--- src/sv/utf8sd_pkg.sv ---
`timescale 1ns / 1ps

package utf8sd_pkg;

  localparam int unsigned ByteW = 8;
  localparam int unsigned CpW   = 21;
  localparam int unsigned PendW = 2;

  // Substitute character '?' for malformed input.
  localparam logic [CpW-1:0] SubstChar = CpW'(63);

  localparam logic [PendW-1:0] PendIdle  = 2'd0;
  localparam logic [PendW-1:0] PendOne   = 2'd1;
  localparam logic [PendW-1:0] PendTwo   = 2'd2;
  localparam logic [PendW-1:0] PendThree = 2'd3;

  typedef struct packed {
    logic             emit;
    logic [CpW-1:0]   code_point;
    logic             replaced;
    logic [PendW-1:0] pending;
    logic [CpW-1:0]   partial;
  } step_t;

  // One decoder step: current state and one byte in, next state and result out.
  function automatic step_t decode_step(input logic [PendW-1:0] pending,
                                        input logic [CpW-1:0]   partial,
                                        input logic [ByteW-1:0] b);
    step_t          s;
    logic [CpW-1:0] gathered;
    s.emit       = 1'b0;
    s.code_point = SubstChar;
    s.replaced   = 1'b0;
    s.pending    = pending;
    s.partial    = partial;
    gathered     = {partial[CpW-7:0], b[5:0]};
    if (pending != PendIdle) begin
      if (b[7:6] != 2'b10) begin
        s.emit     = 1'b1;
        s.replaced = 1'b1;
        s.pending  = PendIdle;
        s.partial  = '0;
      end else if (pending == PendOne) begin
        s.emit       = 1'b1;
        s.code_point = gathered;
        s.pending    = PendIdle;
        s.partial    = '0;
      end else begin
        s.pending = pending - PendOne;
        s.partial = gathered;
      end
    end else if (b[7] == 1'b0) begin
      s.emit       = 1'b1;
      s.code_point = CpW'(b);
    end else if (b[7:5] == 3'b110) begin
      s.pending = PendOne;
      s.partial = CpW'(b[4:0]);
    end else if (b[7:4] == 4'b1110) begin
      s.pending = PendTwo;
      s.partial = CpW'(b[3:0]);
    end else if (b[7:3] == 5'b11110) begin
      s.pending = PendThree;
      s.partial = CpW'(b[2:0]);
    end else begin
      s.emit     = 1'b1;
      s.replaced = 1'b1;
    end
    return s;
  endfunction

endpackage

--- src/sv/utf8_stream_decoder.sv ---
// Path: an accepted word waits in the input register until the result register is free;
// its result is then registered there. Lead and middle bytes of a sequence give no result.
// Throughput: one byte word per cycle unless out_stall_i holds a full result register;
// the input and result registers are each freed in the cycle that their contents move on.
// Reset: rst_ni clears the pending count, gathered bits and both valid flags at once;
// the decoder comes out of reset idle and ready.
`timescale 1ns / 1ps

module utf8_stream_decoder (
  input  logic                             clk_i,
  input  logic                             rst_ni,
  input  logic                             in_valid_i,
  output logic                             in_stall_o,
  input  logic [utf8sd_pkg::ByteW-1:0]     byte_in_i,
  output logic                             out_valid_o,
  input  logic                             out_stall_i,
  output logic [utf8sd_pkg::CpW-1:0]       code_point_o,
  output logic                             replaced_o
);

  logic                          in_vld_q, in_vld_d;
  logic [utf8sd_pkg::ByteW-1:0]  byte_q;
  logic [utf8sd_pkg::PendW-1:0]  pend_q, pend_d;
  logic [utf8sd_pkg::CpW-1:0]    part_q, part_d;
  logic                          out_vld_q, out_vld_d;
  logic [utf8sd_pkg::CpW-1:0]    cp_q;
  logic                          rep_q;
  logic                          out_free;
  logic                          process;
  utf8sd_pkg::step_t             step;

  assign out_free   = !out_vld_q || !out_stall_i;
  assign process    = in_vld_q && out_free;
  assign in_stall_o = in_vld_q && !out_free;

  assign step = utf8sd_pkg::decode_step(pend_q, part_q, byte_q);

  always_comb begin
    in_vld_d  = in_vld_q;
    pend_d    = pend_q;
    part_d    = part_q;
    out_vld_d = out_vld_q;
    if (out_vld_q && !out_stall_i) begin
      out_vld_d = 1'b0;
    end
    if (process) begin
      pend_d = step.pending;
      part_d = step.partial;
      if (step.emit) begin
        out_vld_d = 1'b1;
      end
    end
    if (!in_stall_o) begin
      in_vld_d = in_valid_i;
    end
  end

  always_ff @(posedge clk_i or negedge rst_ni) begin
    if (!rst_ni) begin
      in_vld_q  <= 1'b0;
      pend_q    <= utf8sd_pkg::PendIdle;
      part_q    <= '0;
      out_vld_q <= 1'b0;
    end else begin
      in_vld_q  <= in_vld_d;
      pend_q    <= pend_d;
      part_q    <= part_d;
      out_vld_q <= out_vld_d;
    end
  end

  always_ff @(posedge clk_i) begin
    if (!in_stall_o && in_valid_i) begin
      byte_q <= byte_in_i;
    end
    if (process && step.emit) begin
      cp_q  <= step.code_point;
      rep_q <= step.replaced;
    end
  end

  assign out_valid_o  = out_vld_q;
  assign code_point_o = cp_q;
  assign replaced_o   = rep_q;

`ifndef NO_ASSERTIONS
  // A substitute result always carries the '?' code point.
  a_subst_value: assert property (@(posedge clk_i) disable iff (!rst_ni)
    out_vld_q && rep_q |-> cp_q == utf8sd_pkg::SubstChar)
    else $error("replaced result without substitute code point");

  // Gathered bits are cleared whenever no sequence is open.
  a_idle_clear: assert property (@(posedge clk_i) disable iff (!rst_ni)
    pend_q == utf8sd_pkg::PendIdle |-> part_q == '0)
    else $error("partial value left over in idle");

  // The input side only stalls while a held word waits on a full result register.
  a_stall_cause: assert property (@(posedge clk_i) disable iff (!rst_ni)
    in_stall_o |-> in_vld_q && out_vld_q && out_stall_i)
    else $error("input stalled without cause");

  // An ASCII byte in idle yields a result in the next cycle.
  a_ascii_emit: assert property (@(posedge clk_i) disable iff (!rst_ni)
    process && pend_q == utf8sd_pkg::PendIdle && !byte_q[7] |=>
      out_vld_q && !rep_q && cp_q == utf8sd_pkg::CpW'($past(byte_q)))
    else $error("ASCII byte not passed through");
`endif

endmodule
--- config.mk ---
export PLATFORM = sky130hd
export DESIGN_NAME = utf8_stream_decoder
export DESIGN_NICKNAME = d
export VERILOG_FILES = /design/src/sv/utf8sd_pkg.sv /design/src/sv/utf8_stream_decoder.sv
export SDC_FILE = /design/constraint.sdc
export NUM_CORES = 1
export LEC_CHECK = 0
export CAP_MARGIN = 40
export CORE_MARGIN = 5
export CORE_UTILIZATION = 40
export DETAILED_ROUTE_END_ITERATION = 7
export DONT_BUFFER_PORTS = 1
export PLACE_DENSITY_LB_ADDON = 0.25
export SLEW_MARGIN = 15
export SYNTH_ARGS = -nofsm -noshare
export SYNTH_HDL_FRONTEND = slang
export SYNTH_SLANG_ARGS = --single-unit
--- constraint.sdc ---
create_clock -name clk_i -period 3.1 [get_ports clk_i]
set_input_delay 0.62 -clock clk_i [delete_from_list [all_inputs] [get_ports clk_i]]
set_output_delay 0.62 -clock clk_i [all_outputs]
set_load 0.005 [all_outputs]
==> impl_results.md, run 1 <==
* M1 GR Usage at 0.148
* Share of cells above drive strength 1 at 0.193
* Clock sink count at 49
* Fill count at 470
* Dominant synthesized flop cell: edfxtp_1
* DR WL/cell at 17.0 um
* Cell taking the most area after synthesis: edfxtp_1
* GR peak layer: met2
* Endpoints failing hold at 0
* Pre-CTS WS at 0.779 ns
* Syn Nets at 183
* Status: completed
* Vias in the first global route at 1324
* Maximum vdd drop at 0.000334 V
* Largest net degree at the start of global routing at 23
* Leakage at 0.934 nW
* Max-cap violation count at 0
* Slew @ Worst Pin at 0.805 ns
* Ports at 36
* Flops & latches, synth at 49
* Slowest CP cell: and4_1
* Num CTS Buffers at 5
* Compound-Gate Fraction of Synth Area at 0.155
* Port buffer count at 0
* RSZ-0062 raised after global routing: false
* Final setup margin at 0.757 ns
* Min-Delay Path Class: primary input to flip-flop
* Worst skew pair latency at 0.30 ns
* Slew Viols, Final at 0
* Fin nets at 185
* Worst path bufs/invs at 2
* Gate Count Post-Synth at 168
* Placed Instance Area at 2200 um^2
* WP data arrival at 2.52 ns
* Site Rows at 26
* Antenna violations before repair at 0
* Xor/xnor share of the synthesized area at 0
* Top-area cell type share of the netlist area at 0.419
* Post-Route Skew at 0.00462 ns
* Core Area at 5170 um^2
* Post-detail-place hpwl at 2.94 mm
* Setup TNS at 0 ns
* Slew headroom at 0.462
* Via count at 1343
* Simple-Gate Fraction of Synth Area at 0.133
* Power per cell area at 853 nW/um^2
* CP endpoint kind: flip-flop
* Setup crit start kind: flip-flop
* Post-Syn Area at 2150 um^2
* Worst-path clk slew at 0.09 ns
* Detailed Route WL at 4.11 mm
* Proportion of synthesized area in mux cells at 0.00465
* Fin crit share at 0.756
* Syn Area/Cell at 12.8 um^2
* Global-route wire length before repair at 6.73 mm
* Total GRT Usage at 0.123
* Final min period at 2.34 ns
* Final Setup Violations at 0
* CP Data Required Time at 3.28 ns
* CTS max path bufs at 2
* Dominant cells by area after synthesis: edfxtp_1, dfrtp_1, o31ai_1
* Critical path class: flip-flop to flip-flop
* M3 GR Usage at 0.0426
* Ys async rst share at 0.388
* H-Tree Depth at 2
* Crit-path leading delay family: simple AND/OR/NAND/NOR gates
* Die W at 83.3 um
* Post-DRT Antenna Nets at 0
* FMAX at 427 MHz
* Warnings from Yosys at 0
* Vias per cell at 5.57
* Finished layout cell area at 2340 um^2
* Number of synthesized flops with an enable pin at 30
* Root buffer cell: clkbuf_8
* Adder-cell share of the synthesized area at 0.0175
* Sequential-to-total area share from yosys stat at 0.640
* Post-layout util at 0.453
* Overflow after GRT at 0
* Max incr delay on CP at 0.53 ns
* Met2 Use GR at 0.203
* DRC at 0
* Main combinational cell family by area after synthesis: compound AO/OA/AOI/OAI gates
* Die ar. at 6940 um^2
* Starting density of the core at 0.416
* Initial DRC count at 87
* Area grow syn2layout at 8.96%
* First-pass DRT Iterations at 4
* Diode count at 0
* RePlAce Congestion at 0.814
* Die height at 83.3 um
* Netlist cell types at 37
* Crit path cell chain: inv_1 -> ha_1 -> and4_1 -> or3_1 -> buf_4 -> o21ai_0
* TritonCTS clock tree: built
* Worst-path fanout max at 16
-- worst paths after layout --
check / start / end / slack, ns / cells past startpoint
setup / recovery: pend_q[0]$_DFFE_PN0P_ / part_q[8]$_DFFE_PN0P_ / 0.76 / 6
hold / removal: byte_in_i[7] / byte_q[7]$_DFFE_PP_ / 0.41 / 0
setup reg to reg: pend_q[0]$_DFFE_PN0P_ / part_q[8]$_DFFE_PN0P_ / 0.76 / 6
hold reg to reg: part_q[10]$_DFFE_PN0P_ / part_q[10]$_DFFE_PN0P_ / 0.50 / 2
max in group asynchronous: rst_ni / part_q[11]$_DFFE_PN0P_ / 1.98 / 2
min in group asynchronous: rst_ni / part_q[0]$_DFFE_PN0P_ / 0.69 / 1
-- cell usage after synthesis (2+ instances only) --
| cell | number |
|---|---|
| clkbuf_1 | 8 |
| o21ai_0 | 8 |
| buf_6 | 2 |
| nor2_1 | 3 |
| buf_2 | 2 |
| nand2_1 | 13 |
| a21oi_1 | 2 |
| nand3b_1 | 2 |
| and3_1 | 15 |
| nand2b_1 | 2 |
| o31ai_1 | 16 |
| ha_1 | 3 |
| inv_1 | 7 |
| a32o_1 | 2 |
| or2_2 | 6 |
| dfrtp_1 | 19 |
| edfxtp_1 | 30 |
| o21ai_2 | 9 |
-- registers in the layout (all words and copies together), names as in the netlist --
| name | flops |
|---|---|
| out_valid_o | 1 |
| part_q | 15 |
| code_point_o | 21 |
| replaced_o | 1 |
| in_vld_q | 1 |
| pend_q | 2 |
| byte_q | 8 |
-- layer usage --
layer  part of all wire  vias to the layer above
met5                  0                        -
met4              0.018                        0
met3              0.049                        6
met2               0.49                       39
met1               0.44                      670
li1                   -                      628
-- cell type report --
class / count / area, um^2 / share of cell area
clock buffer: 5 / 68.8 / 0.0294
clock inverter: 3 / 46.3 / 0.0198
inverter: 7 / 26.3 / 0.0112
multi-input combinational: 99 / 668 / 0.285
sequential: 49 / 1380 / 0.587
tap: 70 / 87.6 / 0.0374
timing repair buffer: 8 / 70.1 / 0.0299
-- worst register-to-register path, cell delays in order, from the launching register on --
cell     delay [ns]
dfrtp_1        0.41
inv_1          0.10
ha_1           0.44
and4_1         0.53
or3_1          0.36
buf_4          0.27
o21ai_0        0.11
-- cell usage in the layout (no fill, tap or decap), types with 2 or more instances in the layout --
| cell type | instances |
|---|---|
| o21ai_2 | 9 |
| nand3b_1 | 2 |
| clkbuf_8 | 5 |
| edfxtp_1 | 30 |
| inv_1 | 7 |
| ha_1 | 3 |
| dfrtp_1 | 19 |
| a32o_1 | 2 |
| nor2_1 | 2 |
| or2_2 | 6 |
| nand2b_1 | 2 |
| a21oi_1 | 2 |
| o21ai_0 | 8 |
| and3_1 | 15 |
| nand2_1 | 13 |
| o31ai_1 | 16 |
| buf_4 | 6 |
-- where the power goes --
part           switching [mW]  internal (mW)
Clock                   0.207          0.241
Sequential              0.106          0.895
Combinational           0.364          0.184
Total                   0.678           1.32
-- timing repair --
action	4_1_cts	5_1_grt
setup buffers	0	0
hold endpoints to repair	19	0
resized for setup	0	0
hold buffers	1	0
-- metrics by stage --
step	power, mW	hold slack, ns	instances
finish	2.00	0.408	241
global route	2.12	0.378	241
CTS	2.02	0.394	240
detailed placement	1.56	0.325	231
global placement	1.53	0.325	231
floorplan	1.43	0.324	168
-- logic make-up after synthesis --
family / Yosys count
AO/OA/AOI/OAI: 45
adder cells (fa/ha/maj): 3
buffers and inverters: 20
flip-flops: 49
multiplexers: 1
AND/OR/NAND/NOR: 50
Power figures use the tool's default switching activity.
==> inputs of run 2 (changes only) <==
- clock period: 3.1 -> 2 ns (I/O delays scaled with it)
==> run 2 against run 1 <==
Register-to-register slack lost 0.71 ns. Die area is the same. Flip-flop and latch count is the same. Critical endpoint is now code_point_o[2]$_DFFE_PP_. Largest power group unchanged. Critical path type unchanged.
==> impl_results.md, run 2 (synthesis gave the netlist of run 1 again) <==
* DR WL/cell at 17.5 um
* Post-DRT Antenna Nets at 0
* Setup crit start kind: flip-flop
* CTS max path bufs at 2
* Leakage at 0.995 nW
* First-pass DRT Iterations at 4
* Power per cell area at 1360 nW/um^2
* Critical path class: flip-flop to flip-flop
* Slowest CP cell: nor4bb_2
* Detailed Route WL at 4.38 mm
* TritonCTS clock tree: built
* Fin nets at 195
* Final min period at 1.95 ns
* H-Tree Depth at 2
* FMAX at 512 MHz
* Crit path cell chain: inv_1 -> ha_1 -> buf_4 -> nor4bb_2 -> a21oi_2 -> or2_2
* Port buffer count at 0
* Area grow syn2layout at 15.1%
* Clock sink count at 49
* Max incr delay on CP at 0.41 ns
* Site Rows at 26
* Worst hold margin at 0.198 ns
* Die height at 83.3 um
* Total Power at 3.36 mW
* DRC at 0
* Post-detail-place hpwl at 2.93 mm
* Share of cells above drive strength 1 at 0.265
* Die ar. at 6940 um^2
* Global-route wire length before repair at 6.90 mm
* Diode count at 0
* WP data arrival at 1.99 ns
* Antenna violations before repair at 0
* Max-cap violation count at 0
* Root buffer cell: clkbuf_8
* Starting density of the core at 0.416
* Die W at 83.3 um
* Ports at 36
* Multi-input logic area at 724 um^2
* Total GRT Usage at 0.124
* RePlAce Congestion at 0.901
* Status: completed
* Maximum vdd drop at 0.000650 V
* Vias per cell at 5.37
* Core Area at 5170 um^2
* CP endpoint kind: flip-flop
* RSZ-0062 raised after global routing: true
* Slew Viols, Final at 0
* Slew @ Worst Pin at 0.417 ns
* Post-Route Skew at 0.00764 ns
* Most common cell after layout, fill and taps aside: edfxtp_1
* Fin crit share at 0.977
* Final Setup Violations at 0
* CP Data Required Time at 2.04 ns
* FF/Latch Area at 1380 um^2
* Slew headroom at 0.722
* Endpoints failing hold at 0
* Worst-path clk slew at 0.08 ns
* Fill count at 454
* Most frequent cells in the layout: edfxtp_1, dfrtp_1, o31ai_1
* Num CTS Buffers at 5
* Max FFs per register at 21
* Overflow after GRT at 0
* Worst-path fanout max at 13
* Worst skew pair latency at 0.29 ns
* Via count at 1347
* Worst path bufs/invs at 2
* Vias in the first global route at 1449
* Crit-path leading delay family: simple AND/OR/NAND/NOR gates
* Largest net degree at the start of global routing at 23
* Min-Delay Path Class: primary input to flip-flop
* Initial DRC count at 85
## run 2: worst register-to-register path, delay by kind of cell, from the launching register on
kind            cells  cell delay (ns)
simple gates        2             0.71
flops               1             0.38
compound gates      1             0.10
fa+ha+maj           1             0.23
buf+inv             2             0.27
## run 2: where the power goes
group | switching (mW) | internal, mW
sequential | 0.157 | 1.39
clock | 0.309 | 0.408
combinational | 0.678 | 0.418
total | 1.14 | 2.21
## run 2: cell type report
class,instances,area share
clock inverter,1,0.0121
tap,70,0.0354
sequential,49,0.556
multi-input combinational,100,0.293
timing repair buffer,17,0.0586
inverter,7,0.0106
clock buffer,7,0.0349
## run 2: metal layers
metal | GRT usage | wire, um | part of all wire | vias to the layer above
met2 | 0.216 | 2290 | 0.52 | 33
met3 | 0.0396 | 152 | 0.035 | 2
li1 | - | - | - | 650
met4 | 0.0357 | 15 | 0.0034 | 0
met1 | 0.145 | 1930 | 0.44 | 662
met5 | 0 | 0 | 0 | -
## run 2: what timing repair did
item | CTS | global route
endpoints found under the setup margin | 22 | 32
setup buffers | 0 | 1
hold buffers | 1 | 0
pin swaps | 0 | 2
resized for setup | 1 | 10
gates cloned | 0 | 1
hold endpoints to repair | 19 | 0
## run 2: worst paths after layout
check                                  startpoint  depth (start not counted)                         to  slack, ns
min in group asynchronous                  rst_ni                          1      pend_q[0]$_DFFE_PN0P_       0.38
hold / removal                       byte_in_i[6]                          0        byte_q[6]$_DFFE_PP_       0.20
setup reg to reg            pend_q[0]$_DFFE_PN0P_                          6  code_point_o[2]$_DFFE_PP_       0.05
hold reg to reg            part_q[10]$_DFFE_PN0P_                          2     part_q[10]$_DFFE_PN0P_       0.51
setup / recovery            pend_q[0]$_DFFE_PN0P_                          6  code_point_o[2]$_DFFE_PP_       0.05
max in group asynchronous                  rst_ni                          2     part_q[11]$_DFFE_PN0P_       1.25
## run 2: stage by stage
stage	TNS (ns)	std cells	instance area, um^2	utilization	worst slack [ns]
floorplan	0	168	2160	-	0.0199
global placement	-0.330	239	2270	0.439	-0.0161
detailed placement	-2.24	239	2270	0.439	-0.103
CTS	0	248	2400	0.465	0.0207
global route	-0.142	251	2480	0.479	-0.0375
finish	0	251	2480	0.479	0.0461
